$ cat config.mk
export PLATFORM = sky130hd
export DESIGN_NAME = ppau_front
export DESIGN_NICKNAME = d
export VERILOG_FILES = /design/src/rtl/core/ppau_pkg.sv /design/src/rtl/core/ppau_front.sv
export SDC_FILE = /design/constraint.sdc
export NUM_CORES = 1
export LEC_CHECK = 0
export BUFFER_PORTS_ARGS = -buffer_cell sky130_fd_sc_hd__buf_2
export CORE_UTILIZATION = 30
export CTS_CLUSTER_SIZE = 8
export DETAILED_ROUTE_END_ITERATION = 12
export HOLD_SLACK_MARGIN = 0.12
export REMOVE_ABC_BUFFERS = 1
export SLEW_MARGIN = 10
export SYNTH_ARGS = -nofsm -noshare
export SYNTH_HDL_FRONTEND = slang
export SYNTH_SLANG_ARGS = --single-unit
$ cat constraint.sdc
create_clock -name clk_i -period 10.7 [get_ports clk_i]
set_input_delay 1.07 -clock clk_i [delete_from_list [all_inputs] [get_ports clk_i]]
set_output_delay 1.07 -clock clk_i [all_outputs]
set_load 0.01 [all_outputs]
$ cat src/rtl/core/ppau_pkg.sv
// Shared types, constants and tables of the paletted packed array unpacker
package ppau_pkg;

  localparam int unsigned WORD_W      = 64;
  localparam int unsigned ID_W        = 16;
  localparam int unsigned SLOT_W      = 8;
  localparam int unsigned POS_W       = 12;
  localparam int unsigned BPE_W       = 5;
  localparam int unsigned COUNT_W     = 13;
  localparam int unsigned PLEN_W      = 9;
  localparam int unsigned PER_WORD_W  = 7;
  localparam int unsigned CFG_IDX_W   = 2;
  localparam int unsigned CFG_DATA_W  = 13;
  localparam int unsigned QUEUE_DEPTH = 2;

  localparam logic [BPE_W-1:0]   BPE_RESET   = 5'd4;
  localparam logic [BPE_W-1:0]   BPE_MAX     = 5'd16;
  localparam logic [COUNT_W-1:0] COUNT_RESET = 13'd4096;
  localparam logic [PLEN_W-1:0]  PLEN_RESET  = 9'd256;

  typedef enum logic {
    OP_PALETTE = 1'b0,
    OP_WORD    = 1'b1
  } op_e;

  typedef enum logic [CFG_IDX_W-1:0] {
    CFG_DIRECT_MODE    = 2'd0,
    CFG_BITS_PER_ENTRY = 2'd1,
    CFG_ENTRY_COUNT    = 2'd2,
    CFG_PALETTE_LENGTH = 2'd3
  } cfg_idx_e;

  typedef struct packed {
    logic                 direct_mode;
    logic [BPE_W-1:0]     bits_per_entry;
    logic [COUNT_W-1:0]   entry_count;
    logic [PLEN_W-1:0]    pal_len;
  } cfg_t;

  typedef struct packed {
    op_e               op;
    logic [SLOT_W-1:0] slot;
    logic [ID_W-1:0]   pal_data;
    logic [WORD_W-1:0] word;
  } q_item_t;

  // Entries held by one word for a clamped width of 1..16
  function automatic logic [PER_WORD_W-1:0] per_word(input logic [BPE_W-1:0] w);
    logic [PER_WORD_W-1:0] n;
    unique case (w)
      5'd1:    n = 7'd64;
      5'd2:    n = 7'd32;
      5'd3:    n = 7'd21;
      5'd4:    n = 7'd16;
      5'd5:    n = 7'd12;
      5'd6:    n = 7'd10;
      5'd7:    n = 7'd9;
      5'd8:    n = 7'd8;
      5'd9:    n = 7'd7;
      5'd10:   n = 7'd6;
      5'd11:   n = 7'd5;
      5'd12:   n = 7'd5;
      default: n = 7'd4;
    endcase
    return n;
  endfunction

endpackage

$ cat src/rtl/core/ppau_front.sv
// Front end: accepts transactions, drops out-of-range palette writes, queues the rest
module ppau_front #(
  parameter int unsigned PALETTE_DEPTH = 256
) (
  input  logic                              clk_i,
  input  logic                              rst_ni,
  input  logic                              in_valid_i,
  output logic                              in_ready_o,
  input  logic                              op_i,
  input  logic [ppau_pkg::SLOT_W-1:0]       palette_slot_i,
  input  logic [ppau_pkg::ID_W-1:0]         palette_entry_i,
  input  logic [ppau_pkg::WORD_W-1:0]       packed_word_i,
  output logic                              head_valid_o,
  output ppau_pkg::q_item_t                 head_o,
  input  logic                              pop_i
);

  localparam int unsigned Depth = ppau_pkg::QUEUE_DEPTH;
  localparam int unsigned PtrW  = (Depth > 1) ? $clog2(Depth) : 1;
  localparam int unsigned CntW  = $clog2(Depth + 1);

  ppau_pkg::q_item_t item_q [Depth];
  logic [PtrW-1:0]   wptr_q, wptr_d, rptr_q, rptr_d;
  logic [CntW-1:0]   cnt_q, cnt_d;
  ppau_pkg::q_item_t item;
  logic              drop, enq, deq;

  always_comb begin
    item.op       = ppau_pkg::op_e'(op_i);
    item.slot     = palette_slot_i;
    item.pal_data = palette_entry_i;
    item.word     = packed_word_i;
  end

  assign drop         = (item.op == ppau_pkg::OP_PALETTE) &&
                        (32'(palette_slot_i) >= 32'(PALETTE_DEPTH));
  assign in_ready_o   = (cnt_q != CntW'(Depth));
  assign enq          = in_valid_i && in_ready_o && !drop;
  assign head_valid_o = (cnt_q != '0);
  assign deq          = pop_i && head_valid_o;
  assign head_o       = item_q[rptr_q];

  always_comb begin
    wptr_d = wptr_q;
    rptr_d = rptr_q;
    cnt_d  = cnt_q;
    if (enq) begin
      wptr_d = (wptr_q == PtrW'(Depth - 1)) ? '0 : wptr_q + 1'b1;
    end
    if (deq) begin
      rptr_d = (rptr_q == PtrW'(Depth - 1)) ? '0 : rptr_q + 1'b1;
    end
    priority if (enq && !deq) begin
      cnt_d = cnt_q + 1'b1;
    end else if (deq && !enq) begin
      cnt_d = cnt_q - 1'b1;
    end
  end

  always_ff @(posedge clk_i or negedge rst_ni) begin
    if (!rst_ni) begin
      wptr_q <= '0;
      rptr_q <= '0;
      cnt_q  <= '0;
    end else begin
      wptr_q <= wptr_d;
      rptr_q <= rptr_d;
      cnt_q  <= cnt_d;
    end
  end

  always_ff @(posedge clk_i) begin
    if (enq) begin
      item_q[wptr_q] <= item;
    end
  end

endmodule

## Yosys cells after proc, flatten, opt, wreduce, memory -nomap -nowiden

Memory sizes are Yosys's and may differ from the RTL's.
Cells that the tools add are included.

| operators by class | value |
|---|---|
| add/subtract/negate cells | 4 |
| reduce and logical (&&, ||, !) cells | 8 |
| eq/ne operators | 1 |
| mux-type cells | 6 |

Operator list:

| operator | number |
|---|---|
| $logic_and 1x1->1 | 4 |
| $mux 1 | 4 |
| $mux 2 | 2 |
| $reduce_bool 2->1 | 2 |
| $add 1x1->1 const B | 2 |
| $add 2x1->2 const B | 1 |
| $logic_not 1->1 | 2 |
| $ne 2x2->1 const B | 1 |
| $sub 2x1->2 const B | 1 |

| storage, ports and cells | value |
|---|---|
| RAM bits | 178 |
| register bits | 4 |
| memories kept | 1 |
| output and inout port bits | 91 |
| word-level logic and storage cells | 23 |

Memories:

| name | depth | bits a word | rd ports | clocked after memory_dff | write ports | RTL line | source |
|---|---|---|---|---|---|---|---|
| item_q | 2 | 89 | 1 | 0 | 1 | ppau_front.sv:22 | `ppau_pkg::q_item_t item_q [Depth];` |

## Longest topological paths before layout

Gate-level depths: netlist of the first run.

| logic depth | value |
|---|---|
| word-level depth | 6 |
| depth in mapped cells | 7 |
| depth with buffers taken out | 7 |

## Least setup slack after synthesis of the first run

OpenSTA, ideal clock, no wires.

| timing | value |
|---|---|
| path kind | input port to flip-flop |
| start point | input in_valid_i |
| end point | memory item_q[0][0] (netlist bit), enable pin |
| arrival | 4.870 ns |
| stages | 2 |
| required time | 10.163 ns |
| setup slack | 5.293 ns |
| path through | nand2_1 > nor2_1 |

| between the ends | value |
|---|---|
| word-level cells in the longest chain between the ends | 3 |

RTL lines:

| element | RTL line | source |
|---|---|---|
| start: declaration | ppau_front.sv:7 | `input logic in_valid_i,` |
| $logic_and 1x1->1 | ppau_front.sv:38 | `assign enq = in_valid_i && in_ready_o && !drop;` |
| $mux 1 | ppau_front.sv:73 | `if (enq) begin` |
| $mux 1 (not written as such) | ppau_front.sv:74 | `item_q[wptr_q] <= item;` |
| end: declaration | ppau_front.sv:22 |  |

No other way between the ends.

==> flow_summary_export.csv, run 1 <==
group,metric,value,unit
status,status,"complete, no violations",
synth,syn-instance-count,295,
power,p_seq_frac,0.433,
hold_path,hp-class,"in -> async",
sta,tightest_slew,998,ps
routing,vias,3342,
routing,antenna_violating_nets_post_route,0,
finish,nNetsFinal,585,
die,die_y,155,um
placement,dp.cells,784,
critical_path,crit_type,"reg -> out",
clock_tree,path_clk_slew,70,ps
die,core,22800,um2
power,clock_power_share,0.262,
routing,drtIter0Drc,137,
sta,hold_viol,0,
finish,most-common-layout-cells,"183 x buf_2, 178 x edfxtp_1, 89 x mux2_4",
power,internal_power,1.74,mW
sta,relSlewSlack,0.334,
sta,period_minus_slack,3880,ps
routing,wl,12900,um
synth,yosysUniqueCellTypes,14,
flow_run,cap_violations,0,
clock_tree,clock_sinks,182,
routing,drtPass1Iterations,4,
global_routing,grt_usage,0.110,
power,power,2.44,mW
sta,final.setup.tns,0,ps
critical_path,startpoint_type,"flop",
die,start_util,0.309,
finish,ff_latch_area,5450,um2
clock_tree,cts_buffers,17,
clock_tree,cts_resized,0,
clock_tree,clk_latency,420,ps
power,swShare,0.287,
synth,ys_warn_count,0,
synth,syn_area,7070,um2
placement,dp_hpwl,8570,um
finish,multi_input_area,1440,um2
power,p_leak,3.51,nW
routing,avgRoutedWirePerCell,15.8,um
routing,viasPerCell,4.09,
global_routing,grt-ovfl-total,0,
global_routing,antenna_found_initial,3,
finish,n_antenna_cell,0,
clock_tree,cts.path.max_buffers,2,
sta,clock_skew,10.8,ps
finish,final_cell_count_no_fill,817,
power,ir_drop,0.134,mV
die,die_w,155,um
global_routing,grt_pass1_wl,19600,um
routing,drc,0,
critical_path,required,9630,ps
die,rows,55,
finish,nFillCells,2125,
clock_tree,hold_buffers,0,
sta,fmax,258,MHz
placement,io_buffer_count,183,
synth,syn_area_per_cell,24.0,um2
synth,synth-seq-area-share,0.771,
power,pwr-share-comb,0.305,
die,ios,184,
clock_tree,clock_tree.htree_level_count,4,
clock_tree,post_cts_buffers,0,
sta,setup_viol,0,
placement,gp_congestion,0.669,
finish,syn2layout_area_growth,25.1,%
critical_path,end_kind,"output port",
sta,slew_violations,0,
global_routing,grt_start_max_net_pins,53,
clock_tree,cts-root-buf,"clkbuf_16",
sta,fin_crit_sh,0.363,
power,powerDensity,276,nW/um2
global_routing,grt_pass1_vias,3634,
critical_path,cp.arrival,2810,ps
power,p_sw,0.700,mW
sta,rsz0062_at_grt,"no",
synth,ys_ff_latch,182,
finish,final_common_cell,"buf_2",
critical_path,critPathMaxFanout,52,
die,die_area,24200,um2
finish,drive_gt1_frac,0.613,
clock_tree,cts_tree,"built",
synthesized netlist by cell type:
cell type / number / area, um2
mux2_4: 89 / 1340
buf_12: 9 / 180
xor2_1: 2 / 17.5
or2_1: 1 / 6.26
ha_1: 1 / 12.5
buf_6: 1 / 11.3
inv_1: 1 / 3.75
and3_1: 1 / 6.26
xnor2_1: 3 / 26.3
nor2_1: 2 / 7.51
dfrtp_1: 4 / 100
nand2_1: 2 / 7.51
nand2b_1: 1 / 6.26
edfxtp_1: 178 / 5350
per-layer routing:
layer,global-route usage,vias up,share of wire
li1,-,1553,-
met1,0.125,1645,0.42
met2,0.186,119,0.50
met3,0.0476,19,0.067
met4,0.0364,6,0.014
met5,0,-,0.0035
stage by stage:
stage | util | area (um2) | setup slack, ps | hold WS (ps)
6_report | 0.387 | 8840 | 6820 | 445
5_1_grt | 0.387 | 8840 | 6640 | 419
4_1_cts | 0.386 | 8820 | 6760 | 419
3_5_place_dp | 0.360 | 8220 | 7230 | 510
3_3_place_gp | 0.360 | 8220 | 7260 | 475
2_1_floorplan | - | 6880 | 5290 | 456
worst max-delay path: stages, from the launching register on:
cell and delay [ps]:
dfrtp_4 910, buf_4 830, mux2_4 370, buf_2 140
flip-flops by register name (all words and copies together) (netlist names):
| name | flops |
|---|---|
| item_q | 178 |
| cnt_q | 2 |
| wptr_q | 1 |
| rptr_q | 1 |
power groups by stage:
stage	logic, mW	clock network, mW	registers (mW)
after CTS	0.762	0.659	1.06
after detailed placement	0.760	0	1.08
after floorplan	0.528	0	1.11
after global routing	0.807	0.683	1.07
final	0.745	0.639	1.06
after global placement	0.748	0	1.07
kinds of logic (layout without fill, tap and decap cells):
group	Yosys count	after routing	share of synthesized area
XOR/XNOR	5	5	0.00620
adder cells (fa/ha/maj)	1	1	0.00177
buffers and inverters	11	220	0.0276
flip-flops	182	182	0.771
multiplexers	89	89	0.189
AND/OR/NAND/NOR	7	7	0.00478
path summary, 6_finish.rpt:
kind / slack, ps / to / cells past startpoint / startpoint
max in group asynchronous: 10120 / rptr_q / 1 / rst_ni
worst max register to register: 8450 / item_q[0][29] / 4 / cnt_q[0]
worst min-delay path: 450 / rptr_q / 1 / rst_ni
min in group clk_i: 510 / cnt_q[1] / 1 / cnt_q[1]
worst max-delay path: 6820 / head_o[35] / 3 / rptr_q
worst min register to register: 510 / cnt_q[1] / 1 / cnt_q[1]
layout make-up:
cell class                 count  area share
sequential                   182       0.616
multi-input combinational    102       0.163
clock inverter                14      0.0195
inverter                       1    0.000424
clock buffer                  18      0.0485
timing repair buffer         187       0.108
tap                          313      0.0443
Note: power is estimated with default switching activity, not from simulation.
==> run 2: changes to the inputs <==
--- a/config.mk
+++ b/config.mk
@@ -5,6 +5,7 @@
 export SDC_FILE = /design/constraint.sdc
 export NUM_CORES = 1
 export LEC_CHECK = 0
+export ABC_AREA = 1
 export BUFFER_PORTS_ARGS = -buffer_cell sky130_fd_sc_hd__buf_2
 export CORE_UTILIZATION = 30
 export CTS_CLUSTER_SIZE = 8
==> constraint.sdc (replaced) <==
create_clock -name clk_i -period 3.4 [get_ports clk_i]
set_input_delay 0.34 -clock clk_i [delete_from_list [all_inputs] [get_ports clk_i]]
set_output_delay 0.34 -clock clk_i [all_outputs]
set_load 0.01 [all_outputs]
==> run 2 against run 1 <==
The flow now finishes with violations (design-rule violations); cell count is 30% higher; wire length is 11% higher; worst setup slack worse by 5900 ps; die area shrank 4.4%; flip-flop and latch count unchanged; utilization rose by 4.3 points; clock skew decreased by 1.3 ps; clock power rose to 3.3 times the previous value; register-to-register slack got worse by 7100 ps; via count grew 34%; first-iteration DRC count increased by 100%.
==> flow_summary_export.csv, run 2 <==
group,metric,value,unit
sta,hold_viol,0,
power,internal_power,5.12,mW
finish,final_common_cell,"nand2_1",
synth,synth_most_common_cell,"nand2_1",
sta,clock_skew,9.45,ps
hold_path,holdPathEnd,"rptr_q",
sta,final.setup.worst_slack,958,ps
clock_tree,cts_tree,"built",
clock_tree,clock_sinks,182,
sta,period_minus_slack,2440,ps
routing,wl,14300,um
die,die_y,152,um
critical_path,startpoint_type,"flop",
synth,synth_top_cells_by_count,"277 x nand2_1, 178 x edfxtp_1, 10 x buf_6, 9 x buf_4, 6 x inv_1",
finish,fin_util,0.430,
synth,synth.largest_area_cell,"edfxtp_1",
hold_path,hold_path.startpoint,"pop_i",
routing,antenna_violating_nets_post_route,0,
status,status,"finished, violations left",
synth,syn-instance-count,493,
sta,relSlewSlack,0.452,
critical_path,rrSetupSlack,1330,ps
power,ir_drop,0.329,mV
routing,vias,4470,
placement,place_ws,1250,ps
synth,async_reset_ff_frac,0.0220,
power,power,7.64,mW
die,ios,184,
synth,syn_area,6750,um2
synth,syn_area_per_cell,13.7,um2
power,p_sw,2.51,mW
critical_path,r2r_start,"cnt_q[0]",
finish,final_cell_count_no_fill,1066,
die,rows,54,
placement,dp_hpwl,8450,um
die,die_area,23100,um2
power,swShare,0.329,
clock_tree,post_cts_buffers,0,
critical_path,cp_common_cell,"nand2_1",
synth,synth-edff-count,178,
global_routing,grt_pass1_wl,22600,um
power,powerDensity,808,nW/um2
clock_tree,cts.path.max_buffers,2,
die,die_w,152,um
critical_path,end_kind,"output port",
synth,ys_ff_latch,182,
sta,slew_violations,0,
power,pwr-share-comb,0.298,
clock_tree,path_clk_slew,60,ps
clock_tree,clk_latency,420,ps
global_routing,grt_pass1_vias,4500,
finish,largest_reg_flops,178,
die,start_util,0.308,
sta,hold_slack,173,ps
finish,nFillCells,2013,
clock_tree,cts_buffers,17,
finish,design_area,9450,um2
finish,syn2layout_area_growth,39.9,%
sta,final.setup.tns,0,ps
global_routing,grt_usage,0.128,
critical_path,cp_cell_sequence,"buf_4 > nand2_1 > nand2_1 > buf_2",
global_routing,grt_start_max_net_pins,91,
critical_path,crit_type,"reg -> out",
routing,viasPerCell,4.19,
power,p_seq_frac,0.430,
flow_run,cap_violations,0,
status,violations,"design-rule violations",
routing,drtIter0Drc,277,
critical_path,r2r_cells,5,
synth,synth_top_area_share,0.792,
critical_path,r2r_end,"item_q[1][55]",
critical_path,slowest_delay,870,ps
power,p_leak,4.01,nW
finish,nNetsFinal,865,
critical_path,cpMaxStageDelayCell,"dfrtp_4",
placement,dp.cells,942,
hold_path,hp-class,"in -> reg",
hold_path,worstHoldPathCells,3,
critical_path,required,3060,ps
clock_tree,clock_tree.htree_level_count,4,
routing,avgRoutedWirePerCell,13.4,um
placement,placed_area,7920,um2
synth,synth-main-ff-cell,"edfxtp_1",
clock_tree,cts-root-buf,"clkbuf_16",
synth,ys_warn_count,0,
routing,drtPass1Iterations,8,
routing,drc,24,
die,core,22000,um2
sta,fin_crit_sh,0.718,
critical_path,cp.arrival,2100,ps
sta,setup_viol,0,
power,clock_power_share,0.272,
synth,synth-seq-area-share,0.806,
placement,io_buffer_count,183,
synth,netlist_top_cells_area,"edfxtp_1 79%, nand2_1 15%, buf_6 1.7%",
global_routing,antenna_found_initial,2,
sta,fmax,409,MHz
finish,regMostFlops,"item_q",
sta,rsz0062_at_grt,"no",
clock_tree,cts_resized,0,
finish,drive_gt1_frac,0.282,
global_routing,grt-ovfl-total,0,
critical_path,critPathMaxFanout,56,
placement,gp_congestion,0.692,
finish,top_regs,"item_q: 178 flops, cnt_q: 2 flops",
finish,most-common-layout-cells,"277 x nand2_1, 183 x buf_2, 178 x edfxtp_1",
sta,tightest_slew,820,ps
synth,yosysUniqueCellTypes,13,
run 2: routing by layer:
metal  share of wire  global-route usage  vias up
li1                -                   -     2211
met1            0.43               0.150     2110
met2            0.50               0.220      130
met3           0.054              0.0382       19
met4           0.015              0.0491        0
met5               0                   0        -
run 2: area by class of cell:
type,count,area (um2),area share
sequential,182,5450,0.577
timing repair buffer,278,1880,0.199
multi-input combinational,285,1110,0.117
clock buffer,21,450,0.0477
tap,280,350,0.0371
clock inverter,11,174,0.0184
inverter,7,33.8,0.00357
antenna,2,5.00,0.000530
run 2: worst max-delay path, delay by kind of cell, from the launching register on:
family | cells | cell delay [ps]
flops | 1 | 870
buf+inv | 2 | 600
simple gates | 2 | 190
run 2: how the worst max path moves through the flow:
stage,from,endpoint,slack (ps),cells after the start
6_report,rptr_q,head_o[27],960,4
4_1_cts,rptr_q,head_o[16],870,4
3_5_place_dp,cnt_q[0],item_q[1][5],1250,5
3_3_place_gp,cnt_q[0],item_q[1][5],1290,5
2_1_floorplan,cnt_q[0],item_q[0][0],-1520,4
5_1_grt,rptr_q,head_o[46],760,4
run 2: power groups by stage:
stage	combinational (mW)	sequential, mW	clock (mW)
finish	2.28	3.28	2.08
CTS	2.34	3.29	2.13
detailed placement	2.25	3.34	0
global route	2.56	3.34	2.23
floorplan	1.21	3.38	0
global placement	2.24	3.33	0
run 2: what timing repair did:
item                                    in CTS  in global routing
endpoints found under the hold margin      182                  0
hold buffers                                90                  0
endpoints found under the setup margin       0                  0
run 2: kinds of logic (layout without fill, tap and decap cells):
| family | Yosys count | after routing | share of synthesized area |
|---|---|---|---|
| XOR/XNOR | 2 | 2 | 0.00259 |
| other | 0 | 2 | 0 |
| flip-flops | 182 | 182 | 0.806 |
| adder cells (fa/ha/maj) | 1 | 1 | 0.00185 |
| buffers and inverters | 26 | 317 | 0.0317 |
| AND/OR/NAND/NOR | 282 | 282 | 0.157 |
==> run 3: changes to the inputs <==
==> constraint.sdc (replaced) <==
create_clock -name clk_i -period 2.2 [get_ports clk_i]
set_input_delay 0.22 -clock clk_i [delete_from_list [all_inputs] [get_ports clk_i]]
set_output_delay 0.22 -clock clk_i [all_outputs]
set_load 0.01 [all_outputs]
==> run 3 against run 2 <==
The flow still finishes with violations (design-rule violations); flip-flop and latch count is the same; combinational power grew 64%; count of clock-buffer cells in the layout grew 1; clock skew shrank 3.1 ps; cell area shrank 0.89%; worst setup slack lost 770 ps; sequential share of layout area grew 0.52 points; die area is the same; critical path type unchanged; largest power group unchanged; highest routed layer unchanged.
==> flow_summary_export.csv, run 3 (same netlist as run 2, synthesis figures left out) <==
group,metric,value,unit
sta,slew_violations,0,
critical_path,r2r_end,"item_q[0][70]",
power,power,11.3,mW
clock_tree,cts_buffers,17,
global_routing,antenna_found_initial,0,
die,rows,54,
sta,hold_viol,0,
hold_path,hp-class,"in -> async",
critical_path,end_kind,"output port",
status,status,"finished, violations left",
power,swShare,0.340,
sta,setup_viol,0,
critical_path,critPathMaxFanout,58,
power,p_leak,3.98,nW
routing,antenna_violating_nets_post_route,0,
routing,drc,23,
clock_tree,clock_sinks,182,
die,ios,184,
die,die_y,152,um
routing,avgRoutedWirePerCell,13.5,um
placement,gp_congestion,0.697,
die,start_util,0.308,
finish,regMostFlops,"item_q",
sta,period_minus_slack,2020,ps
power,internal_power,7.46,mW
die,core,22000,um2
power,pwr-share-comb,0.330,
routing,vias,4517,
critical_path,r2r_cells,5,
power,ir_drop,0.888,mV
critical_path,required,1980,ps
clock_tree,cts-root-buf,"clkbuf_16",
routing,drtPass1Iterations,9,
finish,top_regs,"item_q: 178 flops, cnt_q: 2 flops",
global_routing,grt-ovfl-total,0,
clock_tree,path_clk_slew,60,ps
finish,most-common-layout-cells,"277 x nand2_1, 183 x buf_2, 178 x edfxtp_1",
critical_path,setup.worst_path.end,"head_o[74]",
die,die_w,152,um
finish,largest_reg_flops,178,
global_routing,grt_pass1_vias,4494,
critical_path,r2r_start,"cnt_q[0]",
power,p_seq_frac,0.436,
finish,final_common_cell,"nand2_1",
finish,n_antenna_cell,0,
routing,viasPerCell,4.24,
sta,tightest_slew,639,ps
status,violations,"design-rule violations",
sta,final.setup.tns,0,ps
global_routing,grt_pass1_wl,22800,um
sta,fmax,496,MHz
clock_tree,clock_tree.htree_level_count,4,
clock_tree,cts_tree,"built",
critical_path,startpoint_type,"flop",
routing,drtIter0Drc,270,
critical_path,critical_path.startpoint,"rptr_q",
finish,syn2layout_area_growth,38.7,%
placement,io_buffer_count,183,
flow_run,cap_violations,0,
power,p_sw,3.85,mW
routing,wl,14400,um
sta,fin_crit_sh,0.916,
finish,drive_gt1_frac,0.274,
critical_path,rrSetupSlack,630,ps
sta,clock_skew,6.31,ps
clock_tree,post_cts_buffers,0,
critical_path,cp.arrival,1800,ps
global_routing,grt_usage,0.129,
global_routing,grt_start_max_net_pins,91,
finish,nNetsFinal,867,
sta,rsz0062_at_grt,"no",
clock_tree,cts.path.max_buffers,2,
power,clock_power_share,0.234,
sta,relSlewSlack,0.574,
die,die_area,23100,um2
power,powerDensity,1210,nW/um2
placement,dp_hpwl,8500,um
critical_path,crit_type,"reg -> out",
clock_tree,clk_latency,410,ps
==> run 3: cell count changes in the layout (fill, tap and decap cells not counted), sizes merged <==
cell,before,now
clkinv,3,10
bufinv,4,0
clkinvlp,3,0
diode,2,0
buf,188,189
clkbuf,21,22
dlygate4sd3,90,91
inv,8,7
==> run 3: power groups by stage <==
stage	combinational (mW)	sequential, mW	clock [mW]
after floorplan	1.88	5.22	0
after global placement	3.69	4.99	0
after detailed placement	3.70	5.00	0
after CTS	3.83	4.93	2.73
after global routing	4.18	4.99	2.88
final	3.73	4.93	2.65
==> run 3: critical path, cell delays in order, from the launching register on <==
cell	delay, ps
dfrtp_4	450
buf_4	530
nand2_1	100
nand2_1	120
buf_2	140
==> run 3: routing by layer <==
| metal | track usage | share of wire |
|---|---|---|
| met5 | 0 | 0 |
| met4 | 0.0457 | 0.017 |
| met3 | 0.0348 | 0.060 |
| met2 | 0.222 | 0.50 |
| met1 | 0.155 | 0.42 |
==> run 3: repair_timing <==
| action | 4_1_cts | 5_1_grt |
|---|---|---|
| hold buffers | 91 | 0 |
| gates resized for setup | 0 | 0 |
| hold endpoints to repair | 183 | 0 |
==> run 3: layout make-up <==
cell class / count / area (um2)
clock inverter: 10 / 58.8
timing repair buffer: 280 / 1920
multi-input combinational: 285 / 1110
clock buffer: 22 / 444
fill: 2042 / 12600
tap: 280 / 350
inverter: 7 / 33.8
sequential: 182 / 5450
==> run 3: worst min-delay path by stage <==
| stage | start | end |
|---|---|---|
| floorplan | rst_ni | cnt_q[0] |
| global placement | rst_ni | cnt_q[0] |
| detailed placement | rst_ni | cnt_q[1] |
| CTS | rst_ni | cnt_q[0] |
| global route | rst_ni | cnt_q[1] |
| finish | rst_ni | cnt_q[1] |
==> run 3: stage by stage <==
stage               utilization  hold slack [ps]  instances  setup slack, ps  cell area [um2]
detailed placement        0.362             35.3        943              612             7950
floorplan                     -            -75.6        474            -2720             6570
global route              0.427              138       1066             17.3             9370
global placement          0.362             35.0        943              615             7950
CTS                       0.427              122       1066              145             9370
finish                    0.427              141       1066              184             9370
